## src/rtl/color_run_blob_tracker_unit_defines.svh

```systemverilog
// Assertion macros used by the blob tracker top level.
`ifndef COLOR_RUN_BLOB_TRACKER_UNIT_DEFINES_SVH
`define COLOR_RUN_BLOB_TRACKER_UNIT_DEFINES_SVH

// Implication checked on every rising clock edge outside reset.
`define CRB_ASSERT_IMP(label, clk, rst_n, ante, cons) \
  label: assert property (@(posedge clk) disable iff (!rst_n) (ante) |-> (cons)) \
    else $error("assertion failed");

// Next-cycle implication checked outside reset.
`define CRB_ASSERT_NEXT(label, clk, rst_n, ante, cons) \
  label: assert property (@(posedge clk) disable iff (!rst_n) (ante) |=> (cons)) \
    else $error("assertion failed");

`endif

```

## src/rtl/crb_pkg.sv

```systemverilog
// Package with types and constants of the blob tracker.
`timescale 1ns / 1ps
`default_nettype none
package crb_pkg;
  localparam int unsigned MaxObjectsDefault = 4;
  localparam int unsigned CoordW = 10;
  localparam int unsigned ColorW = 8;
  localparam int unsigned ByteW  = 8;
  localparam int unsigned CfgW   = 10;
  localparam int unsigned CfgIdxW = 2;

  localparam logic [CfgIdxW-1:0] RegLineWidth = 2'd0;
  localparam logic [CfgIdxW-1:0] RegLinesPerFrame = 2'd1;
  localparam logic [CfgIdxW-1:0] RegMinRunWidth = 2'd2;
  localparam logic [CfgIdxW-1:0] RegMinHeight = 2'd3;

  localparam logic [ByteW-1:0] PktHeader = 8'h0A;
  localparam logic [ByteW-1:0] PktTerm   = 8'hFF;
  localparam logic [ByteW-1:0] LowEscape = 8'hFE;

  localparam logic [CoordW-1:0] LineWidthReset = 10'd176;
  localparam logic [CoordW-1:0] LinesPerFrameReset = 10'd480;
  localparam logic [7:0] MinRunReset = 8'd3;
  localparam logic [7:0] MinHeightReset = 8'd3;

  // Datapath commands issued by the controller.
  typedef struct packed {
    logic clear;      // clear table, line index and run start
    logic latch;      // capture the accepted item
    logic match;      // process the run against the table
    logic end_line;   // advance line counter, wrap to zero at frame end
    logic filter;     // drop stale short objects
    logic clr_table;  // clear table only (frame end)
    logic rpt_start;  // reset report slot and byte pointer
    logic rpt_next;   // advance report byte pointer
  } crb_cmd_t;

  // Datapath status seen by the controller.
  typedef struct packed {
    logic backward;
    logic line_done;
    logic do_filter;
    logic frame_done;
    logic count_zero;
    logic rpt_done;
  } crb_stat_t;

  function automatic logic [2:0] color_code(input logic [ColorW-1:0] c);
    logic [2:0] k;
    k = 3'd0;
    for (int i = 0; i < 8; i++) begin
      if (c == (8'h80 >> i)) k = 3'(i);
    end
    return k;
  endfunction

  function automatic logic [ByteW-1:0] lo_byte(input logic [CoordW-1:0] v);
    logic [ByteW-1:0] b;
    b = v[ByteW-1:0];
    return (b == 8'hFF) ? LowEscape : b;
  endfunction
endpackage
`default_nettype wire

```

## src/rtl/crb_ctrl.sv

```systemverilog
// Controller state machine of the blob tracker.
`timescale 1ns / 1ps
`default_nettype none
module crb_ctrl (
  input  wire logic            clk_i,
  input  wire logic            rst_ni,
  input  wire logic            in_valid,
  input  wire logic            req_type_i,
  output logic                 in_stall,
  input  wire logic            out_stall,
  output logic                 out_valid,
  output crb_pkg::crb_cmd_t    cmd_o,
  input  wire crb_pkg::crb_stat_t stat_i
);
  import crb_pkg::*;

  localparam logic [2:0] StIdle = 3'd0;
  localparam logic [2:0] StMatch = 3'd1;
  localparam logic [2:0] StLine = 3'd2;
  localparam logic [2:0] StFrame = 3'd3;
  localparam logic [2:0] StReport = 3'd4;

  logic [2:0] state_q, state_d;
  logic acc;

  assign in_stall = (state_q != StIdle);
  assign acc = in_valid && !in_stall;
  assign out_valid = (state_q == StReport);

  always_comb begin
    state_d = state_q;
    cmd_o = '0;
    unique case (state_q)
      StIdle: begin
        if (acc) begin
          if (req_type_i) begin
            cmd_o.clear = 1'b1;
          end else begin
            cmd_o.latch = 1'b1;
            state_d = StMatch;
          end
        end
      end
      StMatch: begin
        if (stat_i.backward) begin
          state_d = StIdle;
        end else begin
          cmd_o.match = 1'b1;
          state_d = stat_i.line_done ? StLine : StIdle;
        end
      end
      StLine: begin
        cmd_o.filter = stat_i.do_filter;
        state_d = StFrame;
      end
      StFrame: begin
        cmd_o.end_line = 1'b1;
        if (stat_i.frame_done) begin
          if (stat_i.count_zero) begin
            cmd_o.clr_table = 1'b1;
            state_d = StIdle;
          end else begin
            cmd_o.rpt_start = 1'b1;
            state_d = StReport;
          end
        end else begin
          state_d = StIdle;
        end
      end
      StReport: begin
        if (!out_stall) begin
          if (stat_i.rpt_done) begin
            cmd_o.clr_table = 1'b1;
            state_d = StIdle;
          end else begin
            cmd_o.rpt_next = 1'b1;
          end
        end
      end
      default: state_d = StIdle;
    endcase
  end

  always_ff @(posedge clk_i or negedge rst_ni) begin
    if (!rst_ni) begin
      state_q <= StIdle;
    end else begin
      state_q <= state_d;
    end
  end
endmodule
`default_nettype wire

```

## src/rtl/crb_datapath.sv

```systemverilog
// Object table, line tracking and report byte generation.
`timescale 1ns / 1ps
`default_nettype none
module crb_datapath #(
  parameter int unsigned MaxObjects = crb_pkg::MaxObjectsDefault
) (
  input  wire logic                         clk_i,
  input  wire logic                         rst_ni,
  input  wire logic                         cfg_we_i,
  input  wire logic [crb_pkg::CfgIdxW-1:0]  cfg_idx_i,
  input  wire logic [crb_pkg::CfgW-1:0]     cfg_data_i,
  input  wire logic [crb_pkg::ColorW-1:0]   color_mask_i,
  input  wire logic [crb_pkg::CoordW-1:0]   run_end_i,
  input  wire crb_pkg::crb_cmd_t            cmd_i,
  output crb_pkg::crb_stat_t                stat_o,
  output logic [crb_pkg::ByteW-1:0]         report_byte_o,
  output logic                              report_last_o
);
  import crb_pkg::*;

  localparam int unsigned SlotW = (MaxObjects > 1) ? $clog2(MaxObjects) : 1;
  localparam int unsigned CntW = $clog2(MaxObjects + 1);

  logic [CoordW-1:0] line_width_q, lines_per_frame_q;
  logic [7:0] min_run_q, min_height_q;

  logic [ColorW-1:0] col_q [MaxObjects];
  logic [CoordW-1:0] ps_q [MaxObjects];
  logic [CoordW-1:0] pe_q [MaxObjects];
  logic [CoordW-1:0] lft_q [MaxObjects];
  logic [CoordW-1:0] top_q [MaxObjects];
  logic [CoordW-1:0] rgt_q [MaxObjects];
  logic [CoordW-1:0] bot_q [MaxObjects];
  logic [MaxObjects-1:0] vld_q;
  logic [CntW-1:0] cnt_q;
  logic [CoordW-1:0] line_q, start_q;
  logic [ColorW-1:0] color_q;
  logic [CoordW-1:0] end_q;

  logic [SlotW-1:0] slot_q;
  logic [3:0] bpos_q;  // 0 header, 1 count, 2..10 object bytes, 11 terminator

  // Run evaluation.
  logic [CoordW-1:0] len;
  logic counted;
  logic [MaxObjects-1:0] hit, free;
  logic [MaxObjects-1:0] hit_sel, free_sel;
  logic any_hit, any_free;
  logic [CoordW-1:0] prev_line;

  assign len = end_q - start_q;
  assign counted = (color_q != '0) && (len > CoordW'(min_run_q));
  assign prev_line = line_q - 1'b1;

  always_comb begin
    logic found, ffound;
    found = 1'b0;
    ffound = 1'b0;
    hit_sel = '0;
    free_sel = '0;
    for (int i = 0; i < MaxObjects; i++) begin
      hit[i] = vld_q[i] && (col_q[i] == color_q) && (line_q != '0) &&
               (bot_q[i] == prev_line) &&
               ((start_q >= ps_q[i] && start_q <= pe_q[i]) ||
                (end_q >= ps_q[i] && end_q <= pe_q[i]) ||
                (start_q <= ps_q[i] && end_q >= pe_q[i]));
      free[i] = !vld_q[i];
      if (hit[i] && !found) begin
        hit_sel[i] = 1'b1;
        found = 1'b1;
      end
      if (free[i] && !ffound) begin
        free_sel[i] = 1'b1;
        ffound = 1'b1;
      end
    end
  end
  assign any_hit = |hit;
  assign any_free = |free && (cnt_q < CntW'(MaxObjects));

  logic [MaxObjects-1:0] stale;
  always_comb begin
    for (int i = 0; i < MaxObjects; i++) begin
      stale[i] = vld_q[i] && (bot_q[i] >= top_q[i]) &&
                 ((bot_q[i] - top_q[i]) < CoordW'(min_height_q)) &&
                 ((line_q < bot_q[i]) || ((line_q - bot_q[i]) > CoordW'(2)));
    end
  end

  assign stat_o.backward = end_q < start_q;
  assign stat_o.line_done = end_q >= line_width_q;
  assign stat_o.do_filter = (line_q[2:0] == 3'b111);
  assign stat_o.frame_done = ({1'b0, line_q} + 11'd1) >= {1'b0, lines_per_frame_q};
  assign stat_o.count_zero = (cnt_q == '0);
  assign stat_o.rpt_done = (bpos_q == 4'd11);

  always_ff @(posedge clk_i or negedge rst_ni) begin
    if (!rst_ni) begin
      line_width_q <= LineWidthReset;
      lines_per_frame_q <= LinesPerFrameReset;
      min_run_q <= MinRunReset;
      min_height_q <= MinHeightReset;
    end else if (cfg_we_i) begin
      unique case (cfg_idx_i)
        RegLineWidth: line_width_q <= cfg_data_i;
        RegLinesPerFrame: lines_per_frame_q <= cfg_data_i;
        RegMinRunWidth: min_run_q <= cfg_data_i[7:0];
        RegMinHeight: min_height_q <= cfg_data_i[7:0];
        default: ;
      endcase
    end
  end

  always_ff @(posedge clk_i) begin
    if (cmd_i.latch) begin
      color_q <= color_mask_i;
      end_q <= run_end_i;
    end
    for (int i = 0; i < MaxObjects; i++) begin
      if (cmd_i.clear || cmd_i.clr_table) begin
        col_q[i] <= '0; ps_q[i] <= '0; pe_q[i] <= '0;
        lft_q[i] <= '0; top_q[i] <= '0; rgt_q[i] <= '0; bot_q[i] <= '0;
      end else if (cmd_i.match && counted) begin
        if (any_hit && hit_sel[i]) begin
          ps_q[i] <= start_q;
          pe_q[i] <= end_q;
          if (lft_q[i] > start_q) lft_q[i] <= start_q;
          if (rgt_q[i] < end_q) rgt_q[i] <= end_q;
          bot_q[i] <= line_q;
        end else if (!any_hit && any_free && free_sel[i]) begin
          col_q[i] <= color_q;
          ps_q[i] <= start_q; pe_q[i] <= end_q;
          lft_q[i] <= start_q; rgt_q[i] <= end_q;
          top_q[i] <= line_q; bot_q[i] <= line_q;
        end
      end
    end
  end

  always_ff @(posedge clk_i or negedge rst_ni) begin
    if (!rst_ni) begin
      vld_q <= '0;
      cnt_q <= '0;
      line_q <= '0;
      start_q <= '0;
      slot_q <= '0;
      bpos_q <= '0;
    end else begin
      if (cmd_i.clear) begin
        vld_q <= '0;
        cnt_q <= '0;
        line_q <= '0;
        start_q <= '0;
      end else begin
        if (cmd_i.match) begin
          if (counted && !any_hit && any_free) begin
            vld_q <= vld_q | free_sel;
            cnt_q <= cnt_q + 1'b1;
          end
          start_q <= stat_o.line_done ? '0 : end_q;
        end
        if (cmd_i.filter) begin
          vld_q <= vld_q & ~stale;
          cnt_q <= cnt_q - CntW'($countones(stale));
        end
        if (cmd_i.end_line) begin
          line_q <= stat_o.frame_done ? '0 : line_q + 1'b1;
        end
        if (cmd_i.clr_table) begin
          vld_q <= '0;
          cnt_q <= '0;
        end
      end
      if (cmd_i.rpt_start) begin
        bpos_q <= '0;
        slot_q <= '0;
      end else if (cmd_i.rpt_next) begin
        if (bpos_q == 4'd1 || bpos_q == 4'd10) begin
          // Seek the first valid slot after the count byte, else the next valid slot; if none, the terminator.
          logic [SlotW:0] s;
          logic got;
          s = (bpos_q == 4'd1) ? '0 : {1'b0, slot_q} + 1'b1;
          got = 1'b0;
          for (int i = 0; i < MaxObjects; i++) begin
            if (!got && (SlotW+1)'(i) >= s && vld_q[i]) begin
              slot_q <= SlotW'(i);
              got = 1'b1;
            end
          end
          bpos_q <= got ? 4'd2 : 4'd11;
        end else begin
          bpos_q <= bpos_q + 1'b1;
        end
      end
    end
  end

  logic [CoordW-1:0] coord;
  always_comb begin
    unique case (bpos_q)
      4'd3, 4'd4: coord = lft_q[slot_q];
      4'd5, 4'd6: coord = top_q[slot_q];
      4'd7, 4'd8: coord = rgt_q[slot_q];
      default: coord = bot_q[slot_q];
    endcase
  end

  always_comb begin
    report_last_o = 1'b0;
    unique case (bpos_q)
      4'd0: report_byte_o = PktHeader;
      4'd1: report_byte_o = ByteW'(cnt_q);
      4'd2: report_byte_o = {5'd0, color_code(col_q[slot_q])};
      4'd3, 4'd5, 4'd7, 4'd9: report_byte_o = {6'd0, coord[CoordW-1:8]};
      4'd4, 4'd6, 4'd8, 4'd10: report_byte_o = lo_byte(coord);
      default: begin
        report_byte_o = PktTerm;
        report_last_o = 1'b1;
      end
    endcase
  end
endmodule
`default_nettype wire

```

## src/rtl/color_run_blob_tracker_unit.sv

```systemverilog
// Top level of the colour run blob tracker.
//
//  channel  | handshake            | payload
//  ---------+----------------------+------------------------------------
//  input    | in_valid / in_stall  | req_type_i, color_mask_i, run_end_i
//  output   | out_valid / out_stall| report_byte_o, report_last_o
//  config   | cfg_we_i             | cfg_idx_i, cfg_data_i
//
// A restart is done in its accept cycle. A run inside its line is accepted, then
// matched against all slots in parallel in a table update. A run that ends a
// line passes accept, table update, stale filter, line or frame bookkeeping;
// the input stalls until that work is done. At frame end, unless the table is
// empty, the report follows, one byte per cycle while out_stall stays low, and
// the table is cleared once the terminator byte is taken. Reset leaves the table empty and defaults set.
`timescale 1ns / 1ps
`default_nettype none
`include "color_run_blob_tracker_unit_defines.svh"
module color_run_blob_tracker_unit #(
  parameter int unsigned MaxObjects = crb_pkg::MaxObjectsDefault
) (
  input  wire logic                         clk_i,
  input  wire logic                         rst_ni,
  input  wire logic                         cfg_we_i,
  input  wire logic [crb_pkg::CfgIdxW-1:0]  cfg_idx_i,
  input  wire logic [crb_pkg::CfgW-1:0]     cfg_data_i,
  input  wire logic                         in_valid,
  output logic                              in_stall,
  input  wire logic                         req_type_i,
  input  wire logic [crb_pkg::ColorW-1:0]   color_mask_i,
  input  wire logic [crb_pkg::CoordW-1:0]   run_end_i,
  output logic                              out_valid,
  input  wire logic                         out_stall,
  output logic [crb_pkg::ByteW-1:0]         report_byte_o,
  output logic                              report_last_o
);
  import crb_pkg::*;

  crb_cmd_t cmd;
  crb_stat_t stat;

  crb_ctrl u_ctrl (
    .clk_i, .rst_ni, .in_valid, .req_type_i, .in_stall,
    .out_stall, .out_valid, .cmd_o(cmd), .stat_i(stat)
  );

  crb_datapath #(.MaxObjects(MaxObjects)) u_dp (
    .clk_i, .rst_ni, .cfg_we_i, .cfg_idx_i, .cfg_data_i,
    .color_mask_i, .run_end_i, .cmd_i(cmd), .stat_o(stat),
    .report_byte_o, .report_last_o
  );

  // The controller never accepts an item while a report is being sent.
  `CRB_ASSERT_IMP(a_no_accept_in_report, clk_i, rst_ni, out_valid, in_stall)
  // A taken terminator byte returns the block to accepting items.
  `CRB_ASSERT_NEXT(a_idle_after_last, clk_i, rst_ni,
                   out_valid && !out_stall && report_last_o, !out_valid && !in_stall)
endmodule
`default_nettype wire
```

## config.mk

```make
export PLATFORM = sky130hd
export DESIGN_NAME = color_run_blob_tracker_unit
export DESIGN_NICKNAME = d
export VERILOG_FILES = /design/src/rtl/crb_pkg.sv /design/src/rtl/crb_ctrl.sv /design/src/rtl/crb_datapath.sv /design/src/rtl/color_run_blob_tracker_unit.sv
export VERILOG_INCLUDE_DIRS = /design/src /design/src/rtl
export SDC_FILE = /design/constraint.sdc
export NUM_CORES = 1
export LEC_CHECK = 0
export BUFFER_PORTS_ARGS = -buffer_cell sky130_fd_sc_hd__buf_2
export CORE_ASPECT_RATIO = 0.7
export CORE_MARGIN = 2
export CORE_UTILIZATION = 45
export DETAILED_ROUTE_END_ITERATION = 7
export GPL_ROUTABILITY_DRIVEN = 1
export PLACE_DENSITY = 0.59
export SLEW_MARGIN = 20
export SYNTH_ARGS = -nofsm -noshare
export SYNTH_HDL_FRONTEND = slang
export SYNTH_SLANG_ARGS = --single-unit
```

## constraint.sdc

```tcl
create_clock -name clk_i -period 12.4 [get_ports clk_i]
set_clock_uncertainty 0.1 [all_clocks]
set_input_delay 1.24 -clock clk_i [delete_from_list [all_inputs] [get_ports clk_i]]
set_output_delay 1.24 -clock clk_i [all_outputs]
set_load 0.1 [all_outputs]
```

# --- Word-level counts from Yosys, hierarchy flattened ---
# Memory sizes are Yosys's and may differ from the RTL's.
# Cells that the tools add are included.
totals:
  register_bits: 90
  ram_bits: 272
  out_inout_bits: 11
  word_cells: 531
  mem_count: 7
memory_table:
  columns: ["name", "words", "word_bits", "rd", "rd_ports_with_merged_regs", "write_ports", "line", "text"]
  rows:
  - ["u_dp.bot_q", 4, 10, 5, 0, 4, "crb_datapath.sv:33", "logic [CoordW-1:0] bot_q [MaxObjects];"]
  - ["u_dp.lft_q", 4, 10, 5, 0, 4, "crb_datapath.sv:30", "logic [CoordW-1:0] lft_q [MaxObjects];"]
  - ["u_dp.pe_q", 4, 10, 4, 0, 4, "crb_datapath.sv:29", "logic [CoordW-1:0] pe_q [MaxObjects];"]
  - ["u_dp.ps_q", 4, 10, 4, 0, 4, "crb_datapath.sv:28", "logic [CoordW-1:0] ps_q [MaxObjects];"]
  - ["u_dp.rgt_q", 4, 10, 5, 0, 4, "crb_datapath.sv:32", "logic [CoordW-1:0] rgt_q [MaxObjects];"]
  - ["u_dp.top_q", 4, 10, 5, 0, 4, "crb_datapath.sv:31", "logic [CoordW-1:0] top_q [MaxObjects];"]
  - ["1 more memories", null, null, null, null, null, null, null]
classes:
  n_addsub: 19
  order_cmp: 57
  n_eq_ne: 39
  mux: 220
  n_bitwise: 51
  reduce_logical: 125
op_table:
  columns: ["op", "n"]
  rows:
  - ["$mux 10", 50]
  - ["$ge 10x10->1", 17]
  - ["$mux 1", 122]
  - ["$le 10x10->1", 12]
  - ["$lt 10x10->1", 9]
  - ["$sub 10x10->10", 9]
  - ["$logic_and 1x1->1", 68]
  - ["$mux 3", 17]
  - ["$or 1x1->1", 48]
  - ["$eq 10x10->1", 4]
  - ["$gt 10x10->1", 4]
  - ["$gt 10x2->1 const B", 4]
  - ["$lt 10x8->1", 4]
  - ["$mux 8", 5]
  - ["$pmux 8 s5", 1]
  - ["$mux 4", 9]
  - ["$eq 8x8->1", 4]
  - ["$pmux 10 s3", 1]
  - ["$mux 2", 13]
  - ["$eq 4x3->1 const B", 4]
  - ["$eq 4x4->1 const B", 4]
  - ["$reduce_or 4->1", 4]
  - ["$pmux 3 s5", 1]
  - ["$logic_not 1->1", 14]
  - ["50 further kinds", 83]

# --- Longest topological paths before layout ---
# Gate-level depths: netlist of the first run.
logic_depth:
  ltp_word: 33
  mapped_depth: 24

# --- Cells and area by module ---
# From an unflattened synthesis of the first run, not the netlist that was laid out.
unflattened:
  cells_unflattened: 2836
  area_unflattened_um2: 28434.8
by_module_without_submodules:
  columns: ["mod", "instances", "cells_each", "area_per_inst_um2", "seq_area_each_um2"]
  rows:
  - ["crb_datapath", 1, 2810, 28213.3, 10448.8]
  - ["crb_ctrl", 1, 26, 221.5, 75.1]

# --- Least setup slack after synthesis of the first run ---
# No wires, ideal clock.
synth_timing:
  path_type: "register to output"
  startpoint: "reg u_dp.slot_q[0]"
  endpoint: "out report_byte_o[0] in the netlist's numbering"
  arrival_time_ns: 5.047
  setup_slack_ns: 6.013
  stages_incl_launch_ff: 9
  path_buffers: 4
  cell_sequence: "dfrtp_1 -> clkbuf_1 -> buf_1 -> clkbuf_1 -> buf_2 -> mux4_2 -> a21oi_1 -> nor4_1 -> o31ai_1"
synth_between:
  elab_chain_len: 10
  elab_cells_between_ends: 23
  cone_classes: "eq/ne (8); mux (10); memory (5)"
synth_rtl:
  columns: ["element", "line", "text"]
  rows:
  - ["start, declared", "crb_datapath.sv:40", "logic [SlotW-1:0] slot_q;"]
  - ["start signal, assigned", "crb_datapath.sv:186", "slot_q <= SlotW'(i);"]
  - ["$mem_v2 4x8", null, null]
  - ["$eq 8x7->1", "crb_pkg.sv:52", "if (c == (8'h80 >> i)) k = 3'(i);"]
  - ["$mux 1", "crb_pkg.sv:52", null]
  - ["$mux 2 (2 in a row)", "crb_pkg.sv:52", null]
  - ["$mux 3 (4 in a row)", "crb_pkg.sv:52", null]
  - ["$pmux 8 s5 *", "crb_datapath.sv:210", "unique case (bpos_q)"]
  - ["end, declared", "color_run_blob_tracker_unit.sv:33", "output logic [crb_pkg::ByteW-1:0] report_byte_o,"]
# Mark *: on every way between the ends. The rest lies on a longest branch, timed or not.

==> PnR_summary.wiki, run 1 <==
{| class="wikitable"
! Metric !! Value
|-
| Run status || finished, violations left
|-
| Violated checks || design-rule violations
|-
| Worst hold path type || reg -> reg
|-
| Register-to-register setup slack || 5690 ps
|-
| Num ports || 47
|-
| Finish-stage setup viols || 0
|-
| Arr. time, crit path || 6710 ps
|-
| Average cell area after synthesis || 10.2 um2
|-
| Slew of the pin with the lowest slew margin || 1090 ps
|-
| Sequential fraction of the synthesis area || 37.7%
|-
| Post-route ant nets || 0
|-
| Unrepaired setup endpoints after global routing || no
|-
| Number of distinct library cells after synthesis || 86
|-
| Number of core rows || 76
|-
| Via count || 22,600
|-
| Register bit total from synthesis || 362
|-
| Asr flop ratio synth || 19.9%
|-
| Share of layout cells above drive strength 1 || 10.5%
|-
| Initial drt markers || 3,081
|-
| Critical path capture point type || flop
|-
| Post-synthesis instance total || 2,737
|-
| First-pass GRT wire length || 141,000 um
|-
| Multiplexer share of the synthesized area || 5.32%
|-
| Inserted Clock Buffers || 39
|-
| Post-CTS Setup Inserts || 0
|-
| Peak per-stage delay on the critical path || 780 ps
|-
| GP Congestion || 0.993
|-
| Final wirelength || 95,800 um
|-
| Initial antenna violation count || 8
|-
| Maximum fanout along the worst path || 28
|-
| Net total in the final layout || 3,234
|-
| Sequential Power Share || 29.6%
|-
| Port Buffer Count || 46
|-
| Crit path time final || 6710 ps
|-
| Post-detailed-placement half-perimeter wirelength || 73,400 um
|-
| Capture instance of the worst register-to-register path || u_dp.top_q[1][7]$_SDFFCE_PN0P_
|-
| Post-cts gate resize count || 0
|-
| Max Root-Sink Buffers || 3
|-
| Floorplan die area || 64,100 um2
|-
| Fraction of power consumed by the clock network || 19.3%
|-
| CTS Root Cell || clkbuf_16
|-
| Number of enable flip-flop cells after synthesis || 290
|-
| CTS clk-pin slew, worst paths || 60 ps
|-
| Part of the power in combinational logic || 51.1%
|-
| Final instance count without filler cells || 3,643
|-
| Launch instance of the worst register-to-register path || u_dp.start_q[2]$_DFFE_PN0N_
|-
| Setup Crit Path Kind || reg -> reg
|-
| Switching Power || 3.04 mW
|-
| Post-DR vias/cell || 6.21
|-
| Post-synthesis adder-cell area fraction || 18.6%
|-
| Drc violations || 1
|-
| Total Negative Setup Slacks || 0 ps
|-
| Critical path launch point type || flop
|-
| Synth Net Count || 3,181
|-
| P_leak || 13.1 nW
|-
| Number of hold violations in the final report || 0
|-
| Clock insertion delay at the later pin of the skew report || 600 ps
|-
| Routed wirelength normalized by instance count || 26.3 um
|-
| Global Route Usage Sum || 30.0%
|-
| Largest family of logic cells by synthesized area || adder cells
|-
| Maximum clock rate || 149 MHz
|-
| First-pass DRT Iterations || 8
|-
| Launch point of the worst path || u_dp.start_q[2]$_DFFE_PN0N_
|-
| Cell with the largest stage delay on the worst path || o311ai_1
|-
| Commonest non-fill, non-tap cells in the layout || ha_1, inv_1, edfxtp_1, nor2_1, a21oi_1
|-
| Fraction of the mapped netlist area in simple logic gates || 14.8%
|-
| Peak VDD IR || 0.330 mV
|-
| CP cell instances || inv_1 -> ha_1 -> o21a_1 -> o31a_1 -> o21ai_0 -> nor2b_1 -> xnor2_1 -> ha_1 -> o21ai_0 -> a21oi_1 -> o41ai_1 -> o2111ai_1 -> o311ai_1 -> nor3_4 -> nand3_1 -> buf_4 -> nand2_1
|-
| Power density normalized to cell area || 215 nW/um2
|-
| Clock sinks || 362
|-
| GRT overflow || 0
|-
| Area of the placeable core || 61,400 um2
|-
| Area overhead of the layout relative to synthesis || 9.68%
|-
| Maxcap violations || 0
|-
| Most common cell after layout, fill and taps aside || ha_1
|-
| H-tree level count || 2
|-
| Max Transition Viols Final || 0
|-
| Starting density of the core || 45.5%
|-
| Number of global-route vias before repair || 21,500
|-
| Int Pwr || 3.55 mW
|-
| Largest net degree at the start of global routing || 59
|-
| Complex-gate fraction of the synthesized area || 13.9%
|-
| Required time of the critical path || 12,400 ps
|-
| Total of fill cells in the finished design || 5,573
|-
| Logic depth of the worst register-to-register path || 17
|-
| Crit path to || u_dp.top_q[1][7]$_SDFFCE_PN0P_
|-
| TritonCTS clock tree || yes
|-
| Count of warnings emitted by yosys || 0
|-
| Headroom to the max-slew limit || 27.6%
|-
| XOR/XNOR share of the synthesized area || 4.41%
|-
| Final period utilization || 54.1%
|-
| CTS Hold Buffers Added || 0
|-
| Switching power as a share of total power || 46.1%
|-
| Chip width || 302 um
|-
| Cell total after placement || 3,567
|-
| Height of the die || 212 um
|-
| Post-Synthesis Cell Area || 27,900 um2
|-
| Dominant synthesized flop cell || edfxtp_1
|}
==> layer usage <==
layer  part of all wire [%]  routed length [um]  GRT usage (%)
met5                  0.014                  13              0
met2                     38               36100           39.6
met1                     48               45800           47.9
met3                     13               12700           8.75
met4                    1.3                1200           4.66
==> worst min-delay path by stage <==
stage,from,slack (ps),end,cells past startpoint
final,u_dp.min_height_q[6]$_DFFE_PN0P_,410,u_dp.min_height_q[6]$_DFFE_PN0P_,1
after global routing,u_dp.min_height_q[6]$_DFFE_PN0P_,420,u_dp.min_height_q[6]$_DFFE_PN0P_,1
after CTS,u_dp.min_height_q[6]$_DFFE_PN0P_,410,u_dp.min_height_q[6]$_DFFE_PN0P_,1
after detailed placement,u_dp.min_height_q[6]$_DFFE_PN0P_,400,u_dp.min_height_q[6]$_DFFE_PN0P_,1
after global placement,u_dp.line_q[9]$_DFFE_PN0P_,390,u_dp.line_q[9]$_DFFE_PN0P_,1
after floorplan,u_dp.line_width_q[4]$_DFFE_PN1P_,380,u_dp.line_width_q[4]$_DFFE_PN1P_,2
==> synthesized netlist by cell type, drive strengths merged, types with 8 or more instances <==
cell / n / area (um2)
a32o: 8 / 80.1
edfxtp: 290 / 8710
inv: 294 / 1100
a31oi: 14 / 93.8
nand2b: 30 / 188
o31ai: 8 / 60.1
a21o: 61 / 458
and2: 116 / 726
clkbuf: 60 / 225
nand2: 121 / 454
nor2: 199 / 795
mux4: 48 / 1080
or3: 18 / 113
buf: 24 / 131
a2111oi: 17 / 168
a211oi: 34 / 255
dfstp: 11 / 289
dfrtp: 61 / 1530
mux2i: 9 / 90.1
xnor2: 89 / 787
fa: 11 / 220
nor3b: 12 / 90.1
nor3: 61 / 315
o21ai: 123 / 616
o21a: 32 / 240
nand4: 40 / 250
nand3: 52 / 260
nor4: 19 / 149
a22oi: 11 / 82.6
and4: 9 / 78.8
o21bai: 10 / 75.1
a22o: 11 / 96.3
a21oi: 151 / 756
nor2b: 47 / 294
and3: 33 / 206
o211ai: 21 / 158
ha: 397 / 4970
mux2: 28 / 315
xor2: 38 / 333
==> power by group through the flow <==
stage / combinational (mW) / clock (mW) / sequential (mW)
final: 3.37 / 1.27 / 1.95
after detailed placement: 3.27 / 0 / 1.95
after floorplan: 2.34 / 0 / 1.81
after CTS: 3.30 / 1.28 / 1.93
after global placement: 3.19 / 0 / 1.94
after global routing: 3.69 / 1.33 / 1.96
==> cell families (layout without fill, tap and decap cells) <==
logic type               count (synthesis)  count (layout)
adder cells (fa/ha/maj)                408             408
buffers and inverters                  379             463
multiplexers                            85              85
flip-flops                             362             362
AND/OR/NAND/NOR                        786             786
XOR/XNOR                               132             132
AO/OA/AOI/OAI                          585             585
other                                    0               3
==> sequential cells by signal, indices dropped and copies added (netlist names), 8 cells and up <==
register                cells
u_dp.top_q                 40
u_dp.bot_q                 40
u_dp.min_height_q           8
u_dp.end_q                 10
u_dp.color_q                8
u_dp.ps_q                  40
u_dp.lines_per_frame_q     10
u_dp.lft_q                 40
u_dp.pe_q                  40
u_dp.line_q                10
u_dp.start_q               10
u_dp.line_width_q          10
u_dp.col_q                 32
u_dp.rgt_q                 40
u_dp.min_run_q              8
==> area by class of cell <==
| type | count | area (um2) | area share [%] |
|---|---|---|---|
| flip-flops and latches | 362 | 10500 | 34.4 |
| clock inverters | 22 | 309 | 1.01 |
| clock buffers | 50 | 1040 | 3.39 |
| repair buffers | 96 | 608 | 1.99 |
| diodes | 3 | 7.51 | 0.0245 |
| inverters | 295 | 1110 | 3.62 |
| multi-input cells | 1996 | 16000 | 52.3 |
| well taps | 819 | 1020 | 3.35 |
==> per-stage QoR <==
stage	setup WS [ps]	util [%]	total power [mW]	area (um2)	hold slack (ps)
3_5_place_dp	5370	47.6	5.22	29300	397
3_3_place_gp	5540	47.6	5.13	29200	388
4_1_cts	5290	49.8	6.50	30600	411
6_report	5690	49.9	6.59	30600	408
2_1_floorplan	6010	-	4.14	27900	378
5_1_grt	5110	49.8	6.98	30600	421
==> critical path, delay by kind of cell, from the launching register on <==
family,cells,cell delay [ps]
AOI/OAI and AO/OA,8,1980
xor gates and xnor gates,1,160
adders and majority gates,2,700
buffers and inverters,2,820
DFF,1,740
and+or+nand+nor,4,1700
No activity file was read; power rests on OpenSTA's default activity.
==> inputs of run 2 (changes only) <==
- clock period: 12.4 -> 6.4 ns (I/O delays scaled with it)
==> run 2 against run 1 <==
Hold slack got worse by 300 ps. Utilization grew 0.78 points. Via count up 0.30%. The run now ends clean. Setup slack got worse by 5100 ps.
==> PnR_summary.wiki, run 2 (same netlist as run 1, synthesis figures left out) <==
{| class="wikitable"
! Metric !! Value
|-
| Peak VDD IR || 0.719 mV (+120%)
|-
| Global Route Usage Sum || 29.9% (-0.089 points)
|-
| Required time of the critical path || 6780 ps (-5620 ps)
|-
| Sequential Power Share || 28.8% (-0.8 points)
|-
| Run status || finished clean
|-
| Initial drt markers || 2,589 (-16%)
|-
| Crit path time final || 5830 ps (-871 ps)
|-
| Post-Place Cell Area || 29,700 um2 (+1.5%)
|-
| Via count || 22,700 (+0.30%)
|-
| Num ports || 47 (unchanged)
|-
| Most common cell after layout, fill and taps aside || ha_1
|-
| Part of the power in combinational logic || 52.2% (+1.1 points)
|-
| Initial antenna violation count || 3 (-5)
|-
| Headroom to the max-slew limit || 32.1% (+4.5 points)
|-
| Clock insertion delay at the later pin of the skew report || 610 ps (about the same)
|-
| Fraction of power consumed by the clock network || 18.9% (-0.4 points)
|-
| Critical path launch point type || flop
|-
| Int Pwr || 7.01 mW (+98%)
|-
| Ant diodes || 0 (-3)
|-
| Height of the die || 212 um (unchanged)
|-
| Pre-CTS setup slack || 702 ps (-4670 ps)
|-
| Chip width || 302 um (unchanged)
|-
| Area of the placeable core || 61,400 um2 (unchanged)
|-
| Number of core rows || 76 (unchanged)
|-
| Final wirelength || 94,500 um (-1.4%)
|-
| Number of hold violations in the final report || 0 (unchanged)
|-
| Maximum fanout along the worst path || 13 (-54%)
|-
| Number of global-route vias before repair || 21,700 (+0.81%)
|-
| Worst hold path type || in -> reg
|-
| CTS clk-pin slew, worst paths || 60 ps (about the same)
|-
| Critical path capture point type || flop
|-
| Clock sinks || 362 (unchanged)
|-
| H-tree level count || 2 (unchanged)
|-
| Largest net degree at the start of global routing || 69 (+17%)
|-
| Routed wirelength normalized by instance count || 25.5 um (-3.0%)
|-
| Area overhead of the layout relative to synthesis || 11.4%
|-
| Post-cts gate resize count || 0 (unchanged)
|-
| Port Buffer Count || 46 (unchanged)
|-
| Commonest non-fill, non-tap cells in the layout || ha_1, inv_1, edfxtp_1, nor2_1, a21oi_1
|-
| P_leak || 13.5 nW (+2.4%)
|-
| Share of layout cells above drive strength 1 || 12.4% (+2.0 points)
|-
| Unrepaired setup endpoints after global routing || no
|-
| Post-detailed-placement half-perimeter wirelength || 72,800 um (-0.74%)
|-
| Power density normalized to cell area || 417 nW/um2 (+94%)
|-
| Post-route ant nets || 0 (unchanged)
|-
| Post-DR vias/cell || 6.12 (-1.3%)
|-
| Net total in the final layout || 3,295 (+1.9%)
|-
| Finished Cell Area || 31,100 um2 (+1.6%)
|-
| First-pass GRT wire length || 141,000 um (about the same)
|-
| GRT overflow || 0 (unchanged)
|-
| Arr. time, crit path || 6210 ps (-500 ps)
|-
| Hold slack || 111 ps (-297 ps)
|-
| Final period utilization || 91.2% (+37 points)
|-
| Slew of the pin with the lowest slew margin || 1010 ps (-75.1 ps)
|-
| TritonCTS clock tree || yes
|-
| Post-route worst setup slack || 566 ps (-5130 ps)
|-
| Inserted Clock Buffers || 41 (+5.1%)
|-
| Switching Power || 5.95 mW (+96%)
|-
| Maximum clock rate || 171 MHz (+15%)
|-
| Total Negative Setup Slacks || 0 ps (unchanged)
|-
| Max Transition Viols Final || 0 (unchanged)
|-
| Finish-stage setup viols || 0 (unchanged)
|-
| Setup Crit Path Kind || reg -> reg
|-
| CTS Root Cell || clkbuf_16
|-
| Starting density of the core || 45.5% (unchanged)
|-
| Switching power as a share of total power || 45.9% (-0.22 points)
|-
| First-pass DRT Iterations || 5 (-3)
|-
| Drc violations || 0 (-1)
|-
| GP Congestion || 0.987 (-0.59%)
|-
| Floorplan die area || 64,100 um2 (unchanged)
|-
| Max Root-Sink Buffers || 3 (unchanged)
|-
| Total of fill cells in the finished design || 5,617 (+0.79%)
|-
| Maxcap violations || 0 (unchanged)
|}
-- run 2: what timing repair did --
action / in CTS / in global routing
buffers inserted: 0 / 0
hold buffers: 1 / 0
hold endpoints to repair: 4 / 0
-- run 2: layout make-up --
class	instances	area (um2)	share of cell area, %
Inverter	295	1110	3.56
Clock buffer	51	1130	3.65
Sequential cell	362	10500	33.8
Tap cell	819	1020	3.29
Multi-Input combinational cell	1996	16000	51.4
Clock inverter	25	238	0.764
Timing Repair Buffer	155	1090	3.49
-- run 2: critical path, stage by stage (launching register included) --
cell and delay [ps]:
dfrtp_1 550, inv_1 380, ha_1 260, inv_1 60, fa_1 400, a21o_1 180
a21o_1 200, a211o_1 300, a211o_1 320, xor2_1 140, o21ai_0 150, and4_1 450
nor3_1 100, ha_1 320, fa_1 540, inv_1 60, ha_1 170, nor2_1 130
fa_1 430, and3_1 180, a311oi_1 270
-- run 2: per-layer routing --
metal  up-vias  routed length (um)  GRT usage (%)
met2      1077               36300           40.1
met5         -                  21              0
li1      10300                   -              -
met3       122               11400           8.82
met1     11200               44700           46.2
met4         4                2040           7.08
-- run 2: final timing paths --
| check | from | endpoint | slack (ps) | cells after the start |
|---|---|---|---|---|
| min reg2reg | u_dp.lines_per_frame_q[2]$_DFFE_PN0P_ | u_dp.lines_per_frame_q[2]$_DFFE_PN0P_ | 410 | 1 |
| min | color_mask_i[0] | u_dp.color_q[0]$_DFFE_PP_ | 110 | 1 |
| max reg2reg | u_dp.line_q[0]$_DFFE_PN0P_ | u_dp.cnt_q[1]$_DFFE_PN0P_ | 570 | 20 |
| min in group asynchronous | rst_ni | u_dp.bpos_q[2]$_DFFE_PN0P_ | 310 | 2 |
| max | u_dp.line_q[0]$_DFFE_PN0P_ | u_dp.cnt_q[1]$_DFFE_PN0P_ | 570 | 20 |
| max in group asynchronous | rst_ni | u_dp.min_height_q[1]$_DFFE_PN1P_ | 4960 | 4 |
-- run 2: power groups by stage --
| stage | sequential (mW) | combinational, mW | clock, mW |
|---|---|---|---|
| 2_1_floorplan | 3.50 | 4.53 | 0 |
| 3_3_place_gp | 3.74 | 6.44 | 0 |
| 3_5_place_dp | 3.75 | 6.60 | 0 |
| 4_1_cts | 3.71 | 6.65 | 2.49 |
| 5_1_grt | 3.77 | 7.45 | 2.58 |
| 6_report | 3.74 | 6.77 | 2.46 |
-- run 2: metrics by stage --
stage | std cells | util, % | power [mW]
2_1_floorplan | 2737 | - | 8.03
3_3_place_gp | 3624 | 48.3 | 10.2
3_5_place_dp | 3624 | 48.3 | 10.4
4_1_cts | 3701 | 50.6 | 12.8
5_1_grt | 3703 | 50.6 | 13.8
6_report | 3703 | 50.6 | 13.0
